`config.mk`:
```
export PLATFORM = sky130hd
export DESIGN_NAME = adc_auto_range_monitor
export DESIGN_NICKNAME = d
export VERILOG_FILES = /design/src/rtl/adcar_pkg.sv /design/src/rtl/adcar_cfg_regs.sv /design/src/rtl/adcar_convert.sv /design/src/rtl/adcar_chan_state.sv /design/src/rtl/adc_auto_range_monitor.sv
export SDC_FILE = /design/constraint.sdc
export NUM_CORES = 1
export LEC_CHECK = 0
export ABC_AREA = 1
export BUFFER_PORTS_ARGS = -buffer_cell sky130_fd_sc_hd__buf_2
export CAP_MARGIN = 15
export CORE_AREA = 2 2 207 311
export CTS_CLUSTER_SIZE = 30
export DETAILED_ROUTE_END_ITERATION = 10
export DIE_AREA = 0 0 209 313
export HOLD_SLACK_MARGIN = 0.15
export SLEW_MARGIN = 5
export SYNTH_ARGS = -nofsm -noshare
export SYNTH_HDL_FRONTEND = slang
export SYNTH_SLANG_ARGS = --single-unit
```
`constraint.sdc`:
```
create_clock -name aclk -period 13.7 [get_ports aclk]
set_input_delay 4.11 -clock aclk [delete_from_list [all_inputs] [get_ports aclk]]
set_output_delay 4.11 -clock aclk [all_outputs]
set_load 0.05 [all_outputs]
```
`src/rtl/adcar_pkg.sv`:
```
// ----------------------------------------------------------------------------
// adcar_pkg
// Shared types, register codes and range tables of the ADC auto-range monitor.
// ----------------------------------------------------------------------------
package adcar_pkg;

    // Field widths
    localparam int CODE_W   = 16;
    localparam int MAG_W    = 17;
    localparam int RANGE_W  = 3;
    localparam int UV_W     = 24;
    localparam int SCALED_W = 30;
    localparam int PROD_W   = 40;
    localparam int OV_W     = 13;
    localparam int DELAY_W  = 24;
    localparam int OVCNT_W  = 4;

    // Range limits and thresholds
    localparam logic [RANGE_W-1:0] MAX_RANGE  = 3'd5;
    localparam logic [OVCNT_W-1:0] OVER_LIMIT = 4'd10;
    // Widen when mag*20 > 19*32768, i.e. above 95% of full scale
    localparam logic [20:0]        WIDEN_LIM  = 21'd622592;

    // Register indexes (word address paddr[3:2])
    localparam logic [1:0] REG_AUTO  = 2'd0;
    localparam logic [1:0] REG_OVER  = 2'd1;
    localparam logic [1:0] REG_DELAY = 2'd2;

    // Register reset values
    localparam logic [OV_W-1:0]    OVER_RESET  = 13'd6144;
    localparam logic [DELAY_W-1:0] DELAY_RESET = 24'd5000;

    typedef struct packed {
        logic               auto_en;
        logic [OV_W-1:0]    ov_mv;
        logic [DELAY_W-1:0] delay;
    } cfg_t;

    typedef struct packed {
        logic signed [UV_W-1:0] value_uv;
        logic [SCALED_W-1:0]    scaled;   // |value| in mV * 32768
        logic                   widen;
    } conv_t;

    typedef struct packed {
        logic [RANGE_W-1:0] range_index;
        logic               changed;
        logic               warn;
    } upd_t;

    // Full scale is 3*2^11 at range 0, else 2^(12-r+1); return the shift
    function automatic logic [3:0] fs_shift(input logic [RANGE_W-1:0] r);
        logic [3:0] s;
        case (r)
            3'd0:    s = 4'd11;
            3'd1:    s = 4'd12;
            3'd2:    s = 4'd11;
            3'd3:    s = 4'd10;
            3'd4:    s = 4'd9;
            default: s = 4'd8;
        endcase
        return s;
    endfunction

    // Full scale in microvolts
    function automatic logic [22:0] fs_uv(input logic [RANGE_W-1:0] r);
        logic [22:0] v;
        case (r)
            3'd0:    v = 23'd6144000;
            3'd1:    v = 23'd4096000;
            3'd2:    v = 23'd2048000;
            3'd3:    v = 23'd1024000;
            3'd4:    v = 23'd512000;
            default: v = 23'd256000;
        endcase
        return v;
    endfunction

    // 4 * fs[next narrower] * 32768, compared against scaled*5
    function automatic logic [29:0] quiet_lim(input logic [RANGE_W-1:0] r);
        logic [29:0] v;
        case (r)
            3'd0:    v = 30'd4096 << 17;
            3'd1:    v = 30'd2048 << 17;
            3'd2:    v = 30'd1024 << 17;
            3'd3:    v = 30'd512 << 17;
            default: v = 30'd256 << 17;
        endcase
        return v;
    endfunction

endpackage

```
`src/rtl/adcar_cfg_regs.sv`:
```
// ----------------------------------------------------------------------------
// adcar_cfg_regs
// APB register file: auto-range enable, overvoltage level, range-down delay.
// ----------------------------------------------------------------------------
module adcar_cfg_regs (
    input  logic                aclk,
    input  logic                aresetn,
    input  logic                psel,
    input  logic                penable,
    input  logic                pwrite,
    input  logic [3:0]          paddr,
    input  logic [31:0]         pwdata,
    output logic [31:0]         prdata,
    output logic                pready,
    output adcar_pkg::cfg_t     cfg
);
    import adcar_pkg::*;

    logic               auto_reg;
    logic [OV_W-1:0]    ov_reg;
    logic [DELAY_W-1:0] delay_reg;
    logic               wr_en;

    assign pready = 1'b1;
    assign wr_en  = psel & penable & pwrite;

    // Write on the access cycle
    always_ff @(posedge aclk) begin
        if (!aresetn) begin
            auto_reg  <= 1'b0;
            ov_reg    <= OVER_RESET;
            delay_reg <= DELAY_RESET;
        end else if (wr_en) begin
            unique case (paddr[3:2])
                REG_AUTO:  auto_reg  <= pwdata[0];
                REG_OVER:  ov_reg    <= pwdata[OV_W-1:0];
                REG_DELAY: delay_reg <= pwdata[DELAY_W-1:0];
                default: ;
            endcase
        end
    end

    // Read back, zero beyond the register list
    always_comb begin
        unique case (paddr[3:2])
            REG_AUTO:  prdata = {31'b0, auto_reg};
            REG_OVER:  prdata = {{(32-OV_W){1'b0}}, ov_reg};
            REG_DELAY: prdata = {{(32-DELAY_W){1'b0}}, delay_reg};
            default:   prdata = 32'b0;
        endcase
    end

    assign cfg.auto_en = auto_reg;
    assign cfg.ov_mv   = ov_reg;
    assign cfg.delay   = delay_reg;

endmodule

```
`src/rtl/adcar_convert.sv`:
```
// ----------------------------------------------------------------------------
// adcar_convert
// Code to microvolt conversion and full-scale magnitude for one sample.
// ----------------------------------------------------------------------------
module adcar_convert (
    input  logic [adcar_pkg::CODE_W-1:0]  code,
    input  logic [adcar_pkg::RANGE_W-1:0] range_cur,
    output adcar_pkg::conv_t              conv
);
    import adcar_pkg::*;

    logic              neg;
    logic [MAG_W-1:0]  mag;
    logic [MAG_W+1:0]  base;
    logic [SCALED_W-1:0] scaled;
    logic [PROD_W-1:0] prod;
    logic [PROD_W-1:0] prod_rnd;
    logic [UV_W-1:0]   mag_uv;
    logic [20:0]       mag_x20;

    // Magnitude of the two's complement code, 0x8000 gives 32768
    assign neg = code[CODE_W-1];
    assign mag = neg ? (17'h10000 - {1'b0, code}) : {1'b0, code};

    // mag * fs in mV: times three for the widest range, then a shift
    assign base   = (range_cur == 3'd0) ? ({2'b0, mag} + {1'b0, mag, 1'b0}) : {2'b0, mag};
    assign scaled = SCALED_W'({11'b0, base} << fs_shift(range_cur));

    // Microvolts: floor for positive, ceiling of magnitude for negative
    assign prod     = {23'b0, mag} * {17'b0, fs_uv(range_cur)};
    assign prod_rnd = prod + (neg ? PROD_W'(32767) : PROD_W'(0));
    assign mag_uv   = prod_rnd[15 +: UV_W];

    // Above 95% of the current full scale
    assign mag_x20 = {mag, 4'b0} + {2'b0, mag, 2'b0};

    assign conv.value_uv = neg ? -$signed(mag_uv) : $signed(mag_uv);
    assign conv.scaled   = scaled;
    assign conv.widen    = mag_x20 > WIDEN_LIM;

endmodule

```
`src/rtl/adcar_chan_state.sv`:
```
// ----------------------------------------------------------------------------
// adcar_chan_state
// Per-channel range, quiet countdown and overvoltage counter with update.
// ----------------------------------------------------------------------------
module adcar_chan_state #(
    parameter int CHANNELS = 4
) (
    input  logic                          aclk,
    input  logic                          aresetn,
    input  logic                          update,
    input  logic [1:0]                    ch,
    input  adcar_pkg::cfg_t               cfg,
    input  adcar_pkg::conv_t              conv,
    output logic [adcar_pkg::RANGE_W-1:0] range_cur,
    output adcar_pkg::upd_t               upd
);
    import adcar_pkg::*;

    localparam int         IDX_W  = (CHANNELS > 1) ? $clog2(CHANNELS) : 1;
    localparam logic [2:0] CH_LIM = 3'(CHANNELS);

    logic [RANGE_W-1:0] range_sel_reg [CHANNELS];
    logic [DELAY_W-1:0] quiet_cnt_reg [CHANNELS];
    logic [OVCNT_W-1:0] over_cnt_reg  [CHANNELS];

    logic               ch_ok;
    logic [IDX_W-1:0]   idx;
    logic [RANGE_W-1:0] sel_cur;
    logic [OVCNT_W-1:0] over_inc;
    logic               over_hit;
    logic [OVCNT_W-1:0] over_next;
    logic               warn;
    logic [DELAY_W-1:0] cnt_start;
    logic [DELAY_W-1:0] quiet_next;
    logic [RANGE_W-1:0] range_next;
    logic               changed;
    logic [32:0]        scaled_x5;
    logic               quiet;

    assign ch_ok   = {1'b0, ch} < CH_LIM;
    assign idx     = ch_ok ? ch[IDX_W-1:0] : '0;
    assign sel_cur = range_sel_reg[idx];

    // Clamp the stored range; channels out of range convert at the widest
    assign range_cur = !ch_ok ? 3'd0 : ((sel_cur > MAX_RANGE) ? MAX_RANGE : sel_cur);

    // Count overvoltage samples, warn and clear on the eleventh
    assign over_hit = conv.scaled > {2'b0, cfg.ov_mv, 15'b0};
    assign over_inc = over_cnt_reg[idx] + 4'd1;
    always_comb begin
        over_next = over_cnt_reg[idx];
        warn      = 1'b0;
        if (over_hit) begin
            if (over_inc > OVER_LIMIT) begin
                warn      = 1'b1;
                over_next = '0;
            end else begin
                over_next = over_inc;
            end
        end
    end

    // Range control: widen at once, narrow after the quiet countdown
    assign scaled_x5 = {3'b0, conv.scaled} + {1'b0, conv.scaled, 2'b0};
    assign cnt_start = (quiet_cnt_reg[idx] == '0) ? cfg.delay : quiet_cnt_reg[idx];
    always_comb begin
        range_next = range_cur;
        changed    = 1'b0;
        quiet_next = cnt_start;
        if (conv.widen && (range_cur != 3'd0)) begin
            range_next = range_cur - 3'd1;
            changed    = 1'b1;
        end
        quiet = (scaled_x5 < {3'b0, quiet_lim(range_next)}) && (range_next != MAX_RANGE);
        if (quiet) begin
            if (cnt_start <= 24'd1) begin
                range_next = range_next + 3'd1;
                changed    = 1'b1;
                quiet_next = '0;
            end else begin
                quiet_next = cnt_start - 24'd1;
            end
        end else begin
            quiet_next = cfg.delay;
        end
        if (!cfg.auto_en) begin
            range_next = range_cur;
            changed    = 1'b0;
        end
    end

    // Commit the channel state as the word leaves for the output register
    always_ff @(posedge aclk) begin
        if (!aresetn) begin
            for (int i = 0; i < CHANNELS; i++) begin
                range_sel_reg[i] <= '0;
                quiet_cnt_reg[i] <= '0;
                over_cnt_reg[i]  <= '0;
            end
        end else if (update && ch_ok) begin
            over_cnt_reg[idx] <= over_next;
            if (cfg.auto_en) begin
                range_sel_reg[idx] <= range_next;
                quiet_cnt_reg[idx] <= quiet_next;
            end
        end
    end

    assign upd.range_index = ch_ok ? range_next : 3'd0;
    assign upd.changed     = ch_ok & changed;
    assign upd.warn        = ch_ok & warn;

endmodule

```
`src/rtl/adc_auto_range_monitor.sv`:
```
// ----------------------------------------------------------------------------
// adc_auto_range_monitor
// Per-channel ADC sample conditioner with microvolt conversion, overvoltage
// warning and automatic range switching.
// ----------------------------------------------------------------------------
//  Channel   Direction  Carries
//  s_axis    in         tuser: channel, tdata: raw 16-bit code
//  m_axis    out        tuser: channel, tdata: uV, range, changed, warn
//  apb       in/out     three configuration registers at 0x0, 0x4, 0x8
//
//  One word per cycle sustained while m_axis does not stall; each word passes
//  through the input register, where conversion and the channel state update
//  happen, and then sits in the output register until taken.
//  Reset clears all channel state to the widest range with no clearing pass.
//  A stall on m_axis holds both registers; s_tready drops only when both
//  are full.
// ----------------------------------------------------------------------------
module adc_auto_range_monitor #(
    parameter int CHANNELS = 4
) (
    input  logic        aclk,
    input  logic        aresetn,
    // Input stream
    input  logic        s_tvalid,
    output logic        s_tready,
    input  logic [15:0] s_tdata,   // [15:0] sample_code
    input  logic [1:0]  s_tuser,   // [1:0] channel
    // Result stream
    output logic        m_tvalid,
    input  logic        m_tready,
    output logic [31:0] m_tdata,   // [23:0] value_uv, [26:24] range_index,
                                   // [27] range_changed, [28] overvoltage_warn
    output logic [1:0]  m_tuser,   // [1:0] out_channel
    // Configuration
    input  logic        psel,
    input  logic        penable,
    input  logic        pwrite,
    input  logic [3:0]  paddr,
    input  logic [31:0] pwdata,
    output logic [31:0] prdata,
    output logic        pready
);
    import adcar_pkg::*;

    cfg_t  cfg;
    conv_t conv;
    upd_t  upd;

    logic                in_valid_reg;
    logic [1:0]          in_ch_reg;
    logic [CODE_W-1:0]   in_code_reg;
    logic                out_valid_reg;
    logic [1:0]          out_ch_reg;
    logic [UV_W-1:0]     out_uv_reg;
    logic [RANGE_W-1:0]  out_range_reg;
    logic                out_chg_reg;
    logic                out_warn_reg;
    logic                advance;
    logic [RANGE_W-1:0]  range_cur;

    adcar_cfg_regs u_cfg (
        .aclk    (aclk),
        .aresetn (aresetn),
        .psel    (psel),
        .penable (penable),
        .pwrite  (pwrite),
        .paddr   (paddr),
        .pwdata  (pwdata),
        .prdata  (prdata),
        .pready  (pready),
        .cfg     (cfg)
    );

    adcar_convert u_conv (
        .code      (in_code_reg),
        .range_cur (range_cur),
        .conv      (conv)
    );

    adcar_chan_state #(
        .CHANNELS (CHANNELS)
    ) u_state (
        .aclk      (aclk),
        .aresetn   (aresetn),
        .update    (advance),
        .ch        (in_ch_reg),
        .cfg       (cfg),
        .conv      (conv),
        .range_cur (range_cur),
        .upd       (upd)
    );

    // Move the word on when the output register is empty or being taken
    assign advance  = in_valid_reg & (~out_valid_reg | m_tready);
    assign s_tready = ~in_valid_reg | advance;

    // Input register
    always_ff @(posedge aclk) begin
        if (!aresetn) begin
            in_valid_reg <= 1'b0;
        end else if (s_tready) begin
            in_valid_reg <= s_tvalid;
        end
    end

    always_ff @(posedge aclk) begin
        if (s_tready && s_tvalid) begin
            in_ch_reg   <= s_tuser;
            in_code_reg <= s_tdata;
        end
    end

    // Output register
    always_ff @(posedge aclk) begin
        if (!aresetn) begin
            out_valid_reg <= 1'b0;
        end else if (advance) begin
            out_valid_reg <= 1'b1;
        end else if (m_tready) begin
            out_valid_reg <= 1'b0;
        end
    end

    always_ff @(posedge aclk) begin
        if (advance) begin
            out_ch_reg    <= in_ch_reg;
            out_uv_reg    <= conv.value_uv;
            out_range_reg <= upd.range_index;
            out_chg_reg   <= upd.changed;
            out_warn_reg  <= upd.warn;
        end
    end

    assign m_tvalid = out_valid_reg;
    assign m_tuser  = out_ch_reg;
    assign m_tdata  = {3'b0, out_warn_reg, out_chg_reg, out_range_reg, out_uv_reg};

endmodule

```
==> results.ini <==
[run_status]
status = finished, final reports clean

[routing]
wirelength_um = 59400
drt-pass1-iter-count = 5
post_drt_wl_per_cell_um = 15.98
post_drt_via_cell_ratio = 4.958
antenna_left = 0
drt_iter0_drc = 1089
drc = 0
dr_total_vias = 18430

[cells_and_area]
regArea_mm2 = 0.006037
largest_reg_flops = 96
n_antenna_cell = 0
final_util = 0.3794
nets = 3298
multi_input_area_mm2 = 0.01343
drive_gt1_frac = 0.08136
area_growth_pct = 9.347
nFillCells = 6522

[clock_network]
clock-root-buffer = clkbuf_16
cts_made_buffers = 23
ctsHoldBuffers = 0
post_cts_buffers = 0
clk_latency_ps = 560
ctsResizeCount = 0
cts_max_path_buffers = 3
cts_max_level = 1
clock-sinks = 215
cts_tree = yes
path_clk_slew_ps = 70

[global_routing]
grt_pass1_wl_um = 94040
grt_pass1_vias = 18290
grt_max_degree = 76
overflow = 0
antenna_found_initial = 1
grt_usage = 0.1805

[sta]
max_freq_mhz = 91.50
tightest_slew_ps = 1003
finalClockSkew_ps = 17.49
finalMaxSlewViolations = 0
fin_crit_sh = 0.7977
rsz0062_at_grt = no
finalSetupViolCount = 0
setup_tns_ps = 0
hold_viol_final = 0
slew_headroom = 0.3270
min_period_ps = 10930

[logic_synthesis]
netlist_area_mm2 = 0.02183
synthFlopType = edfxtp_1
yosysSeqAreaShare = 0.2765
yosysWarnings = 0
syn_inst = 2819
synth_edf_count = 173
syn_avg_cell_area_um2 = 7.745
synth.distinct_cells = 57
ys_seq_elements = 215
synthArstFlopShare = 0

[floorplan]
start_util = 0.3470
core_mm2 = 0.06292
die_area_mm2 = 0.06542
rows = 113
num_io_pins = 130
die_w_um = 209
die_y_um = 313

[place]
place.gp.congestion = 0.8781
port-buffer-count = 107
dp_hpwl_um = 45050

[run]
maxCapViolCount = 0

[worst_setup_path]
worstSetupEndpointType = register
path_common_cell = inv_1
crit_arrival_ps = 11230
worstSetupPathType = register to register
worst-path-max-fanout = 49
start_kind = register
critPathRequiredTime_ps = 14000
cp_slowest_cell = inv_2
cp_slowest_stage_delay_ps = 650

[min_path]
hp-class = register to register

synthesized netlist by cell type (4+ instances only):
| cell type | instances | area (µm²) |
|---|---|---|
| nand3b_1 | 7 | 52.55 |
| dfxtp_1 | 42 | 840.8 |
| ha_1 | 188 | 2352 |
| clkbuf_1 | 48 | 180.2 |
| nand4_1 | 31 | 193.9 |
| nand3_2 | 4 | 40.04 |
| o22a_1 | 4 | 35.03 |
| buf_4 | 20 | 150.1 |
| nor2_2 | 8 | 50.05 |
| inv_2 | 16 | 60.06 |
| or2_2 | 10 | 62.56 |
| fa_1 | 153 | 3063 |
| mux2i_1 | 8 | 80.08 |
| o31ai_1 | 6 | 45.04 |
| nor3b_1 | 4 | 30.03 |
| buf_6 | 12 | 135.1 |
| edfxtp_1 | 173 | 5195 |
| o211ai_1 | 17 | 127.6 |
| inv_1 | 493 | 1851 |
| buf_2 | 16 | 80.08 |
| nand2_2 | 8 | 50.05 |
| o211ai_2 | 8 | 100.1 |
| nand3_1 | 111 | 555.5 |
| o21ai_1 | 24 | 120.1 |
| clkinv_1 | 4 | 15.01 |
| o21ai_0 | 151 | 755.7 |
| o22ai_1 | 13 | 81.33 |
| nor2_1 | 344 | 1291 |
| nor3_1 | 16 | 80.08 |
| xnor2_1 | 31 | 271.5 |
| nand2_1 | 599 | 2248 |
| xor2_1 | 60 | 525.5 |
| a21oi_1 | 137 | 685.7 |
| a21o_1 | 4 | 30.03 |
| a32o_1 | 9 | 90.09 |
cells in the final DEF, fill, tap and decap left out, drive strengths merged, types with 3 or more instances in the layout:
cell    synthesis  layout
edfxtp        173     173
clkbuf         48      26
a32o            9       9
and2            3       3
a21o            4       4
nor3           18      18
a21oi         140     140
o22ai          13      13
o22a            4       4
dfxtp          42      42
bufinv          0       3
mux2i           8       8
a31oi           3       3
nand3b          7       7
buf            51     127
o21ai         175     175
o31ai           6       6
inv           510     511
nor4            3       3
xor2           60      60
ha            188     188
clkinv          4      16
conb            2      26
nor3b           4       4
or2            10      10
nor2          352     352
xnor2          31      31
fa            153     153
o211ai         25      25
nand4          31      31
nand2         610     610
nand3         115     115
layout make-up:
| class | instances | area share |
|---|---|---|
| timing repair buffer | 127 | 0.02872 |
| multi-input combinational | 2015 | 0.5626 |
| clock inverter | 16 | 0.007652 |
| clock buffer | 26 | 0.02500 |
| tap | 805 | 0.04219 |
| sequential | 215 | 0.2529 |
| inverter | 514 | 0.08092 |
metal layers:
layer | wire length, µm | global-route usage | vias to the layer above
met3 | 2443 | 0.01633 | 147
met4 | 2699 | 0.08360 | 2
li1 | - | - | 9107
met2 | 31490 | 0.3442 | 466
met1 | 22750 | 0.2010 | 8710
met5 | 16 | 0 | -
final timing paths:
check | from | depth (start not counted) | to | slack, ps
setup / recovery | register | 39 | out_uv_reg[23] | 2770
hold / removal | u_cfg.ov_reg[8] | 2 | u_cfg.ov_reg[8] | 500
setup reg to reg | register | 39 | out_uv_reg[23] | 2770
hold reg to reg | u_cfg.ov_reg[8] | 2 | u_cfg.ov_reg[8] | 500
worst max-delay path, delay by kind of cell (launching register included):
kind	cells	cell delay [ps]
adder cells (fa/ha/maj)	8	3490
buffers and inverters	10	2370
AO/OA/AOI/OAI	8	2080
AND/OR/NAND/NOR	11	1920
XOR/XNOR	2	440
flip-flops	1	320
cells by family after synthesis:
family          share of synthesized area
other cells                     0.0003440
buf+inv                            0.1140
flops                              0.2765
xor+xnor                          0.03651
compound gates                     0.1028
fa+ha+maj                          0.2480
mux                              0.003668
simple gates                       0.2182
through the flow:
step | worst slack, ps | instances | instance area [µm²] | hold WS, ps
final | 2771 | 3718 | 23870 | 495.2
after global routing | 2169 | 3718 | 23870 | 505.2
after CTS | 2762 | 3718 | 23870 | 493.7
after detailed placement | 2839 | 3676 | 23090 | 484.3
after global placement | 2897 | 3676 | 23090 | 475.1
after floorplan | 4288 | 2843 | 21920 | 450.7
Power is left out: the tool's default activity adds up to more than one toggle a clock period on the data nets, which glitch-free logic cannot reach.
